<file path="config.mk">
export PLATFORM = sky130hd
export DESIGN_NAME = usb_standard_request_handler_unit
export DESIGN_NICKNAME = d
export VERILOG_FILES = /design/src/sv/usrh_pkg.sv /design/src/sv/usb_standard_request_handler_unit.sv
export VERILOG_INCLUDE_DIRS = /design/src /design/src/sv
export SDC_FILE = /design/constraint.sdc
export NUM_CORES = 1
export LEC_CHECK = 0
export BUFFER_PORTS_ARGS = -buffer_cell sky130_fd_sc_hd__buf_4
export CAP_MARGIN = 20
export CORE_MARGIN = 2
export CORE_UTILIZATION = 60
export DETAILED_ROUTE_END_ITERATION = 7
export PLACE_DENSITY = 0.93
export SLEW_MARGIN = 20
export SYNTH_ARGS = -nofsm -noshare
export SYNTH_HDL_FRONTEND = slang
export SYNTH_SLANG_ARGS = --single-unit
</file>
<file path="constraint.sdc">
create_clock -name clk -period 4.5 [get_ports clk]
set_input_delay 0.675 -clock clk [delete_from_list [all_inputs] [get_ports clk]]
set_output_delay 0.675 -clock clk [all_outputs]
set_load 0.03 [all_outputs]
</file>
<file path="src/sv/usb_standard_request_handler_unit_macros.svh">
// Assertion macros for the USB standard request handler.
// Needs a clock named clk and an active-low reset named arst_n in scope.
`ifndef USB_STANDARD_REQUEST_HANDLER_UNIT_MACROS_SVH
`define USB_STANDARD_REQUEST_HANDLER_UNIT_MACROS_SVH

// check a property on every rising clock edge outside reset
`define USRH_ASSERT(label, prop, msg) \
	label: assert property (@(posedge clk) disable iff (!arst_n) (prop)) else $error(msg);

// check that a condition never holds outside reset
`define USRH_NEVER(label, cond, msg) \
	label: assert property (@(posedge clk) disable iff (!arst_n) !(cond)) else $error(msg);

`endif

</file>
<file path="src/sv/usrh_pkg.sv">
// Package for the USB standard request handler: request codes, reply codes,
// device states and the packed result word. No dependencies.
package usrh_pkg;

	localparam int NumInterfacesDefault = 4;
	localparam int NumEndpointsDefault  = 16;

	localparam logic [7:0] REQ_GET_STATUS        = 8'd0;
	localparam logic [7:0] REQ_CLEAR_FEATURE     = 8'd1;
	localparam logic [7:0] REQ_SET_FEATURE       = 8'd3;
	localparam logic [7:0] REQ_SET_ADDRESS       = 8'd5;
	localparam logic [7:0] REQ_GET_DESCRIPTOR    = 8'd6;
	localparam logic [7:0] REQ_GET_CONFIGURATION = 8'd8;
	localparam logic [7:0] REQ_SET_CONFIGURATION = 8'd9;
	localparam logic [7:0] REQ_GET_INTERFACE     = 8'd10;
	localparam logic [7:0] REQ_SET_INTERFACE     = 8'd11;

	localparam logic [4:0] RCP_DEVICE    = 5'd0;
	localparam logic [4:0] RCP_INTERFACE = 5'd1;
	localparam logic [4:0] RCP_ENDPOINT  = 5'd2;

	localparam logic [7:0] FEAT_ENDPOINT_HALT = 8'd0;
	localparam logic [7:0] FEAT_REMOTE_WAKEUP = 8'd1;

	localparam logic [7:0] TYPE_GET_DESCRIPTOR = 8'h80;
	localparam logic [7:0] DESC_DEVICE = 8'd1;
	localparam logic [7:0] DESC_CONFIG = 8'd2;
	localparam logic [7:0] DESC_STRING = 8'd3;

	localparam logic [2:0] KIND_NONE   = 3'd0;
	localparam logic [2:0] KIND_BYTES  = 3'd1;
	localparam logic [2:0] KIND_DEVICE = 3'd2;
	localparam logic [2:0] KIND_CONFIG = 3'd3;
	localparam logic [2:0] KIND_STRING = 3'd4;

	localparam logic [1:0] ST_DEFAULT      = 2'd0;
	localparam logic [1:0] ST_ADDR_PENDING = 2'd1;
	localparam logic [1:0] ST_ADDRESSED    = 2'd2;
	localparam logic [1:0] ST_CONFIGURED   = 2'd3;

	localparam logic [1:0] ACT_NONE    = 2'd0;
	localparam logic [1:0] ACT_STALL   = 2'd1;
	localparam logic [1:0] ACT_UNSTALL = 2'd2;

	localparam logic [2:0] REG_SELF_POWERED = 3'd0;

	typedef struct packed {
		logic [4:0] pad;
		logic [1:0] endpoint_action;
		logic       endpoints_reinit;
		logic [1:0] new_device_state;
		logic [1:0] reply_length;
		logic [7:0] reply_byte_high;
		logic [7:0] reply_byte_low;
		logic [7:0] descriptor_index;
		logic [2:0] reply_kind;
		logic       claimed;
	} result_t;

endpackage

</file>
<file path="src/sv/usb_standard_request_handler_unit.sv">
// Top level of the USB standard (chapter 9) request handler.
// Depends on usrh_pkg and usb_standard_request_handler_unit_macros.svh.
//
//  channel  direction  word                                   handshake
//  s_*      in         setup request, 48-bit tdata           tvalid/tready
//  m_*      out        request result, 40-bit tdata          tvalid/tready
//  apb      in         self_powered register at address 0    psel/penable/pwrite
//
// One word per cycle is accepted while the output is not stalled. The
// accept edge reads the alternate-setting and halt memories, the next
// stage decodes, writes back and loads the output register.
// Reset clears device state, configuration, wakeup flag and all valid bits;
// self_powered resets to 1. A stalled output holds the decode stage, which
// in turn holds the input.
`include "usb_standard_request_handler_unit_macros.svh"

module usb_standard_request_handler_unit #(
	parameter int NUM_INTERFACES = usrh_pkg::NumInterfacesDefault,
	parameter int NUM_ENDPOINTS  = usrh_pkg::NumEndpointsDefault
) (
	input  logic        clk,
	input  logic        arst_n,
	input  logic        s_tvalid,
	output logic        s_tready,
	input  logic [47:0] s_tdata,   // request_type, request_code, value_word, index_word
	output logic        m_tvalid,
	input  logic        m_tready,
	// claimed, reply_kind, descriptor_index, reply_byte_low, reply_byte_high,
	// reply_length, new_device_state, endpoints_reinit, endpoint_action
	output logic [39:0] m_tdata,
	input  logic        psel,
	input  logic        penable,
	input  logic        pwrite,
	input  logic [2:0]  paddr,
	input  logic [31:0] pwdata,
	output logic [31:0] prdata,
	output logic        pready
);

	localparam int IfW    = (NUM_INTERFACES > 1) ? $clog2(NUM_INTERFACES) : 1;
	localparam int HaltN  = 2 * NUM_ENDPOINTS;
	localparam int HaltW  = $clog2(HaltN);

	// memories
	logic [7:0] alt_mem [NUM_INTERFACES];
	logic       halt_mem [HaltN];
	logic [NUM_INTERFACES-1:0] alt_vld_q;
	logic [HaltN-1:0]          halt_vld_q;

	// scalar state
	logic [1:0] dev_state_q;
	logic [7:0] active_cfg_q;
	logic       wakeup_q;
	logic       self_powered_q;

	// decode stage
	logic        valid_s1;
	logic [7:0]  rtype_s1, code_s1;
	logic [15:0] wval_s1, widx_s1;
	logic [IfW-1:0]   aidx_s1;
	logic [HaltW-1:0] hidx_s1;
	logic [7:0]  alt_rd_s1;
	logic        halt_rd_s1;

	// last write, for forwarding
	logic             alt_wen_q, halt_wen_q;
	logic [IfW-1:0]   alt_wa_q;
	logic [HaltW-1:0] halt_wa_q;
	logic [7:0]       alt_wd_q;
	logic             halt_wd_q;

	logic    out_vld_q;
	usrh_pkg::result_t out_q, res;

	logic go_s1, accept;
	logic [IfW-1:0]   s_aidx;
	logic [HaltW-1:0] s_hidx;
	logic [4:0]       s_hfull;

	logic [4:0] recip;
	logic [7:0] vlo, vhi, intf;
	logic [3:0] epnum;
	logic       std, if_ok, ep_ok;
	logic [7:0] alt_val;
	logic       halt_val;
	logic       alt_we, halt_we, halt_wd, cfg_set;
	logic [1:0] nstate;
	logic [7:0] ncfg;
	logic       nwake;

	logic out_quiet, out_cfg_state, out_len_bad;

	assign go_s1    = !out_vld_q || m_tready;
	assign s_tready = !valid_s1 || go_s1;
	assign accept   = s_tvalid && s_tready;
	assign m_tvalid = out_vld_q;
	assign m_tdata  = out_q;
	assign pready   = 1'b1;
	assign prdata   = {31'd0, self_powered_q};

	assign s_aidx  = s_tdata[32 +: IfW];
	assign s_hfull = {s_tdata[35:32], s_tdata[39]};
	assign s_hidx  = s_hfull[HaltW-1:0];

	always_ff @(posedge clk) begin
		if (accept) begin
			rtype_s1   <= s_tdata[7:0];
			code_s1    <= s_tdata[15:8];
			wval_s1    <= s_tdata[31:16];
			widx_s1    <= s_tdata[47:32];
			aidx_s1    <= s_aidx;
			hidx_s1    <= s_hidx;
			alt_rd_s1  <= alt_mem[s_aidx];
			halt_rd_s1 <= halt_mem[s_hidx];
		end
		if (valid_s1 && go_s1 && alt_we) begin
			alt_mem[aidx_s1] <= vlo;
		end
		if (valid_s1 && go_s1 && halt_we) begin
			halt_mem[hidx_s1] <= halt_wd;
		end
	end

	always_comb begin
		recip = rtype_s1[4:0];
		vlo   = wval_s1[7:0];
		vhi   = wval_s1[15:8];
		intf  = widx_s1[7:0];
		epnum = widx_s1[3:0];
		std   = (rtype_s1[6:5] == 2'd0);
		if_ok = ({1'b0, intf} < 9'(NUM_INTERFACES));
		ep_ok = ({1'b0, epnum} < 5'(NUM_ENDPOINTS));

		alt_val = 8'd0;
		if (if_ok && alt_vld_q[aidx_s1]) begin
			alt_val = (alt_wen_q && alt_wa_q == aidx_s1) ? alt_wd_q : alt_rd_s1;
		end
		halt_val = 1'b0;
		if (ep_ok && halt_vld_q[hidx_s1]) begin
			halt_val = (halt_wen_q && halt_wa_q == hidx_s1) ? halt_wd_q : halt_rd_s1;
		end

		res     = '0;
		alt_we  = 1'b0;
		halt_we = 1'b0;
		halt_wd = 1'b0;
		cfg_set = 1'b0;
		nstate  = dev_state_q;
		ncfg    = active_cfg_q;
		nwake   = wakeup_q;

		if (std) begin
			case (code_s1)
				usrh_pkg::REQ_SET_ADDRESS: begin
					res.claimed = 1'b1;
					nstate = usrh_pkg::ST_ADDR_PENDING;
				end
				usrh_pkg::REQ_GET_DESCRIPTOR: begin
					if (rtype_s1 == usrh_pkg::TYPE_GET_DESCRIPTOR) begin
						if (vhi == usrh_pkg::DESC_DEVICE) begin
							res.claimed = 1'b1;
							res.reply_kind = usrh_pkg::KIND_DEVICE;
						end else if (vhi == usrh_pkg::DESC_CONFIG) begin
							res.claimed = 1'b1;
							res.reply_kind = usrh_pkg::KIND_CONFIG;
							res.descriptor_index = vlo;
						end else if (vhi == usrh_pkg::DESC_STRING) begin
							res.claimed = 1'b1;
							res.reply_kind = usrh_pkg::KIND_STRING;
							res.descriptor_index = vlo;
						end
					end
				end
				usrh_pkg::REQ_SET_CONFIGURATION: begin
					res.claimed = 1'b1;
					res.endpoints_reinit = 1'b1;
					cfg_set = 1'b1;
					ncfg = vlo;
					nstate = (vlo == 8'd0) ? usrh_pkg::ST_ADDRESSED : usrh_pkg::ST_CONFIGURED;
				end
				usrh_pkg::REQ_GET_CONFIGURATION: begin
					res.claimed = 1'b1;
					res.reply_kind = usrh_pkg::KIND_BYTES;
					res.reply_byte_low = active_cfg_q;
					res.reply_length = 2'd1;
				end
				usrh_pkg::REQ_GET_STATUS: begin
					if (recip == usrh_pkg::RCP_DEVICE) begin
						res.claimed = 1'b1;
						res.reply_byte_low = {6'd0, wakeup_q, self_powered_q};
					end else if (recip == usrh_pkg::RCP_INTERFACE) begin
						res.claimed = 1'b1;
					end else if (recip == usrh_pkg::RCP_ENDPOINT && ep_ok) begin
						res.claimed = 1'b1;
						res.reply_byte_low = {7'd0, halt_val};
					end
					if (res.claimed) begin
						res.reply_kind = usrh_pkg::KIND_BYTES;
						res.reply_length = 2'd2;
					end
				end
				usrh_pkg::REQ_CLEAR_FEATURE, usrh_pkg::REQ_SET_FEATURE: begin
					if (vlo == usrh_pkg::FEAT_REMOTE_WAKEUP &&
							recip == usrh_pkg::RCP_DEVICE) begin
						res.claimed = 1'b1;
						nwake = (code_s1 == usrh_pkg::REQ_SET_FEATURE);
					end else if (vlo == usrh_pkg::FEAT_ENDPOINT_HALT &&
							recip == usrh_pkg::RCP_ENDPOINT && epnum != 4'd0 && ep_ok) begin
						res.claimed = 1'b1;
						halt_we = 1'b1;
						halt_wd = (code_s1 == usrh_pkg::REQ_SET_FEATURE);
						res.endpoint_action = halt_wd ? usrh_pkg::ACT_STALL :
							usrh_pkg::ACT_UNSTALL;
					end
				end
				usrh_pkg::REQ_GET_INTERFACE: begin
					if (if_ok) begin
						res.claimed = 1'b1;
						res.reply_kind = usrh_pkg::KIND_BYTES;
						res.reply_byte_low = alt_val;
						res.reply_length = 2'd1;
					end
				end
				usrh_pkg::REQ_SET_INTERFACE: begin
					if (if_ok) begin
						res.claimed = 1'b1;
						alt_we = 1'b1;
					end
				end
				default: begin
				end
			endcase
		end
		res.new_device_state = nstate;
	end

	always_ff @(posedge clk or negedge arst_n) begin
		if (!arst_n) begin
			valid_s1       <= 1'b0;
			out_vld_q      <= 1'b0;
			dev_state_q    <= usrh_pkg::ST_DEFAULT;
			active_cfg_q   <= 8'd0;
			wakeup_q       <= 1'b0;
			self_powered_q <= 1'b1;
			alt_vld_q      <= '0;
			halt_vld_q     <= '0;
			alt_wen_q      <= 1'b0;
			halt_wen_q     <= 1'b0;
		end else begin
			if (psel && penable && pwrite && pready && paddr == usrh_pkg::REG_SELF_POWERED) begin
				self_powered_q <= pwdata[0];
			end
			if (s_tready) begin
				valid_s1 <= s_tvalid;
			end
			if (go_s1) begin
				out_vld_q <= valid_s1;
			end
			if (valid_s1 && go_s1) begin
				dev_state_q <= nstate;
				active_cfg_q <= ncfg;
				wakeup_q <= nwake;
				alt_wen_q <= alt_we;
				halt_wen_q <= halt_we;
				if (cfg_set) begin
					alt_vld_q <= '0;
					halt_vld_q <= '0;
				end
				if (alt_we) begin
					alt_vld_q[aidx_s1] <= 1'b1;
				end
				if (halt_we) begin
					halt_vld_q[hidx_s1] <= 1'b1;
				end
			end
		end
	end

	always_ff @(posedge clk) begin
		if (valid_s1 && go_s1) begin
			out_q     <= res;
			alt_wa_q  <= aidx_s1;
			alt_wd_q  <= vlo;
			halt_wa_q <= hidx_s1;
			halt_wd_q <= halt_wd;
		end
	end

	assign out_quiet = out_q.reply_kind == usrh_pkg::KIND_NONE &&
		out_q.endpoint_action == usrh_pkg::ACT_NONE && !out_q.endpoints_reinit;
	assign out_cfg_state = out_q.new_device_state == usrh_pkg::ST_ADDRESSED ||
		out_q.new_device_state == usrh_pkg::ST_CONFIGURED;
	assign out_len_bad = out_q.reply_length != 2'd0 &&
		out_q.reply_kind != usrh_pkg::KIND_BYTES;

	`USRH_ASSERT(a_hold_s1, valid_s1 && !go_s1 |=> valid_s1 && $stable(code_s1), "held word lost")
	`USRH_ASSERT(a_unclaimed_quiet, out_vld_q && !out_q.claimed |-> out_quiet, "unclaimed reply")
	`USRH_ASSERT(a_reinit_state, out_vld_q && out_q.endpoints_reinit |-> out_cfg_state, "bad reinit")
	`USRH_NEVER(a_status_len, out_vld_q && out_len_bad, "reply length without reply bytes")

endmodule
</file>
==> flow_metrics.tcl <==
set metrics [dict create \
    cts_tree "done" \
    numCtsBuffers 21 \
    drc 0 \
    rsz0062_at_grt "no" \
    synth_top_family_by_area "simple AND/OR/NAND/NOR gates" \
    cp_max_fo 16 \
    syn_inst 584 \
    post-route-min-period_ns 3.62 \
    synth_edf_count 154 \
    grt_pass1_vias 5452 \
    p_sw_share_pct 22.1 \
    drive_gt1_share_pct 24.7 \
    fin_skew_ns 0.00960 \
    yosysWarnings 0 \
    drt-initial-drc-count 572 \
    die_y_um 125 \
    p_leak_uw 0.00368 \
    dieArea_mm2 0.0155 \
    die_w_um 125 \
    clock_sinks 206 \
    r2r_cells 5 \
    maxSlewViolCount 0 \
    worstPathCellList "or4_2 > nor3_1 > nor4b_2 > nand3b_1 > nor2_1" \
    cp.required_ns 4.67 \
    min_path_type "input port to async pin" \
    max_cap_viol_count 0 \
    htreeDepth 1 \
    max_freq_mhz 276 \
    track_usage_pct 23.5 \
    slowest_stage "or4_2" \
    total_power_uw 4100 \
    slowest_delay_ns 0.75 \
    drt.antenna.violating_nets 0 \
    clk_latency_ns 0.49 \
    crit_path_end_kind "register" \
    io_pins 165 \
    synthFlopType "edfxtp_1" \
    max-vdd-ir-drop_mv 0.307 \
    crit_type "register to register" \
    fin_ws_ns 0.883 \
    setup_viol 0 \
    synthAdderAreaFrac_pct 0 \
    status "finished clean" \
    hold_ws_ns 0.229 \
    grt_max_degree 53 \
    p_clk_share_pct 40.8 \
    p_switching_uw 905 \
    wl_per_cell_um 21.0 \
    synth_cell_types 59 \
    cts_resized 0 \
    via_count 5228 \
    cts-root-buf "clkbuf_16" \
    antenna_found_initial 0 \
    slew_headroom_pct 30.9 \
    finalHoldViolCount 0 \
    internal-power_uw 3190 \
    cts_hold_buf 0 \
    dpl_worst_slack_ns 1.04 \
    async_reset_ff_share_pct 25.2 \
    core_area_mm2 0.0144 \
    regToRegEndpoint "halt_mem[30]" \
    combPwrFrac_pct 6.3 \
    clkTransAtPathRegs_ns 0.06 \
    firstDrtPassIters 5 \
    cts_setup_buffers 0 \
    start_kind "register" \
    worst-path-buf-inv 0 \
    gp_congestion 0.865 \
    r2r-start "wval_s1[4]" \
    setup_tns_ns 0 \
    synth_compound_area_share_pct 5.33 \
    grt_overflow 0 \
    syn_to_final_growth_pct 13.4 \
    nFillCells 868 \
    synthMuxAreaShare_pct 9.56 \
    start_util_pct 60.8 \
    rows 44 \
    arrival_ns 3.79 \
    p_seq_share_pct 52.8 \
    p_per_area_mw_per_mm2 414 \
    period_share_pct 80.4 \
    portBuffers 80 \
    synth-seq-cells 206 \
    grt_pass1_wl_um 28800 \
    cp_top_family "simple AND/OR/NAND/NOR gates" \
    dp_hpwl_um 11300 \
    clk_path_buf_depth 3 \
    synth-simple-area-share_pct 10.3 \
    synth_area_mm2 0.00873 \
    synth_area_per_cell_um2 15.0 \
    diodes 0 \
    synth-seq-area-share_pct 67.9 \
    wl_um 18100 \
    via_per_inst 6.07 \
    nNetsFinal 753 \
    synth_xor_area_share_pct 0.702 \
    reg2reg_slack_ns 0.88 \
    max_slew.worst_pin.slew_ns 1.03 \
]
-- stage by stage --
stage,instances,instance area [um^2],utilization (%)
3_3_place_gp,824,9230,64.2
4_1_cts,861,9900,68.9
2_1_floorplan,629,8900,-
5_1_grt,861,9900,68.9
3_5_place_dp,824,9230,64.2
6_report,861,9900,68.9
-- layout make-up --
cell class | count | area, um^2 | share of cell area [%]
Clock inverter | 5 | 47.5 | 0.480
Timing Repair Buffer | 83 | 623 | 6.30
Inverter | 3 | 11.3 | 0.114
Clock buffer | 32 | 617 | 6.23
Multi-Input combinational cell | 348 | 2440 | 24.7
Sequential cell | 206 | 5930 | 59.9
Tap cell | 184 | 230 | 2.33
-- flip-flops by register name, summed over array words and instances (netlist names), 2 cells and up --
name / cells
code_s1: 8
alt_mem: 32
active_cfg_q: 8
wval_s1: 16
widx_s1: 7
alt_wd_q: 8
halt_mem: 32
rtype_s1: 8
alt_rd_s1: 8
alt_vld_q: 4
halt_vld_q: 32
halt_wa_q: 4
dev_state_q: 2
m_tdata: 27
-- power by group through the flow --
stage	Combinational, uW	Sequential (uW)	Clock, uW
global placement	250	2190	0
global route	275	2170	1770
detailed placement	258	2200	0
finish	260	2170	1670
CTS	260	2160	1690
floorplan	184	2200	0
-- logic make-up after synthesis --
| logic type | Yosys count |
|---|---|
| buffers and inverters | 75 |
| and+or+nand+nor | 175 |
| other | 2 |
| DFF | 206 |
| xor gates and xnor gates | 7 |
| muxes | 47 |
| AOI/OAI and AO/OA | 72 |
-- routing by layer --
layer  track usage [%]  part of all wire (%)  vias up
li1                  -                     -     2247
met2              41.0                    53      350
met3              5.20                   9.0       60
met4              9.19                   3.1        0
met1              28.8                    35     2571
met5                 0                     0        -
-- worst reg2reg max path: stages (launching register included) --
cell	delay, ns
edfxtp_1	0.52
or4_2	0.75
nor3_1	0.44
nor4b_2	0.56
nand3b_1	0.66
nor2_1	0.38
-- cell usage after synthesis (all sizes together), types with 7 or more instances --
library cell	n	share of area, %
mux2i	8	0.92
and2	16	1.1
a21oi	7	0.40
dfrtp	51	15
edfxtp	154	53
nor3	8	0.46
a2bb2oi	7	0.70
clkbuf	18	1.3
mux4	28	7.2
buf	52	4.4
nor2	50	2.1
mux2	11	1.4
nand2	46	2.0
o21ai	37	2.2
nand3	10	0.63
nand2b	7	0.50
-- cell usage in the layout (no fill, tap or decap), types with 3 or more instances in the layout --
cell and n:
nor2b_1 4, nor4_1 6, dfrtp_1 51, mux4_2 28, a21oi_1 7, xnor2_1 5
clkbuf_1 6, a2bb2oi_1 7, edfxtp_1 154, nor3_1 8, clkbuf_16 21, buf_4 83
mux2i_1 8, inv_1 3, nand2_1 46, o21ai_0 34, nand2b_1 7, nand3_1 9
a31oi_1 3, nand4_1 4, nand3b_1 3, o21ai_2 3, and2_1 15, conb_1 47
nor2_1 50, mux2_2 11, clkbuf_8 5, a21o_1 5
-- worst max path at each step --
stage                    start           end  slack [ns]  cells after the start
finish              wval_s1[4]  halt_mem[30]        0.88                      5
global route        wval_s1[4]  halt_mem[30]        0.68                      5
CTS                 wval_s1[4]  halt_mem[30]        0.91                      5
detailed placement  wval_s1[4]   halt_mem[3]        1.04                      5
global placement    wval_s1[4]   halt_mem[3]        1.16                      5
floorplan           wval_s1[4]  halt_mem[28]        1.63                      6
(Power assumes the default switching activity.)
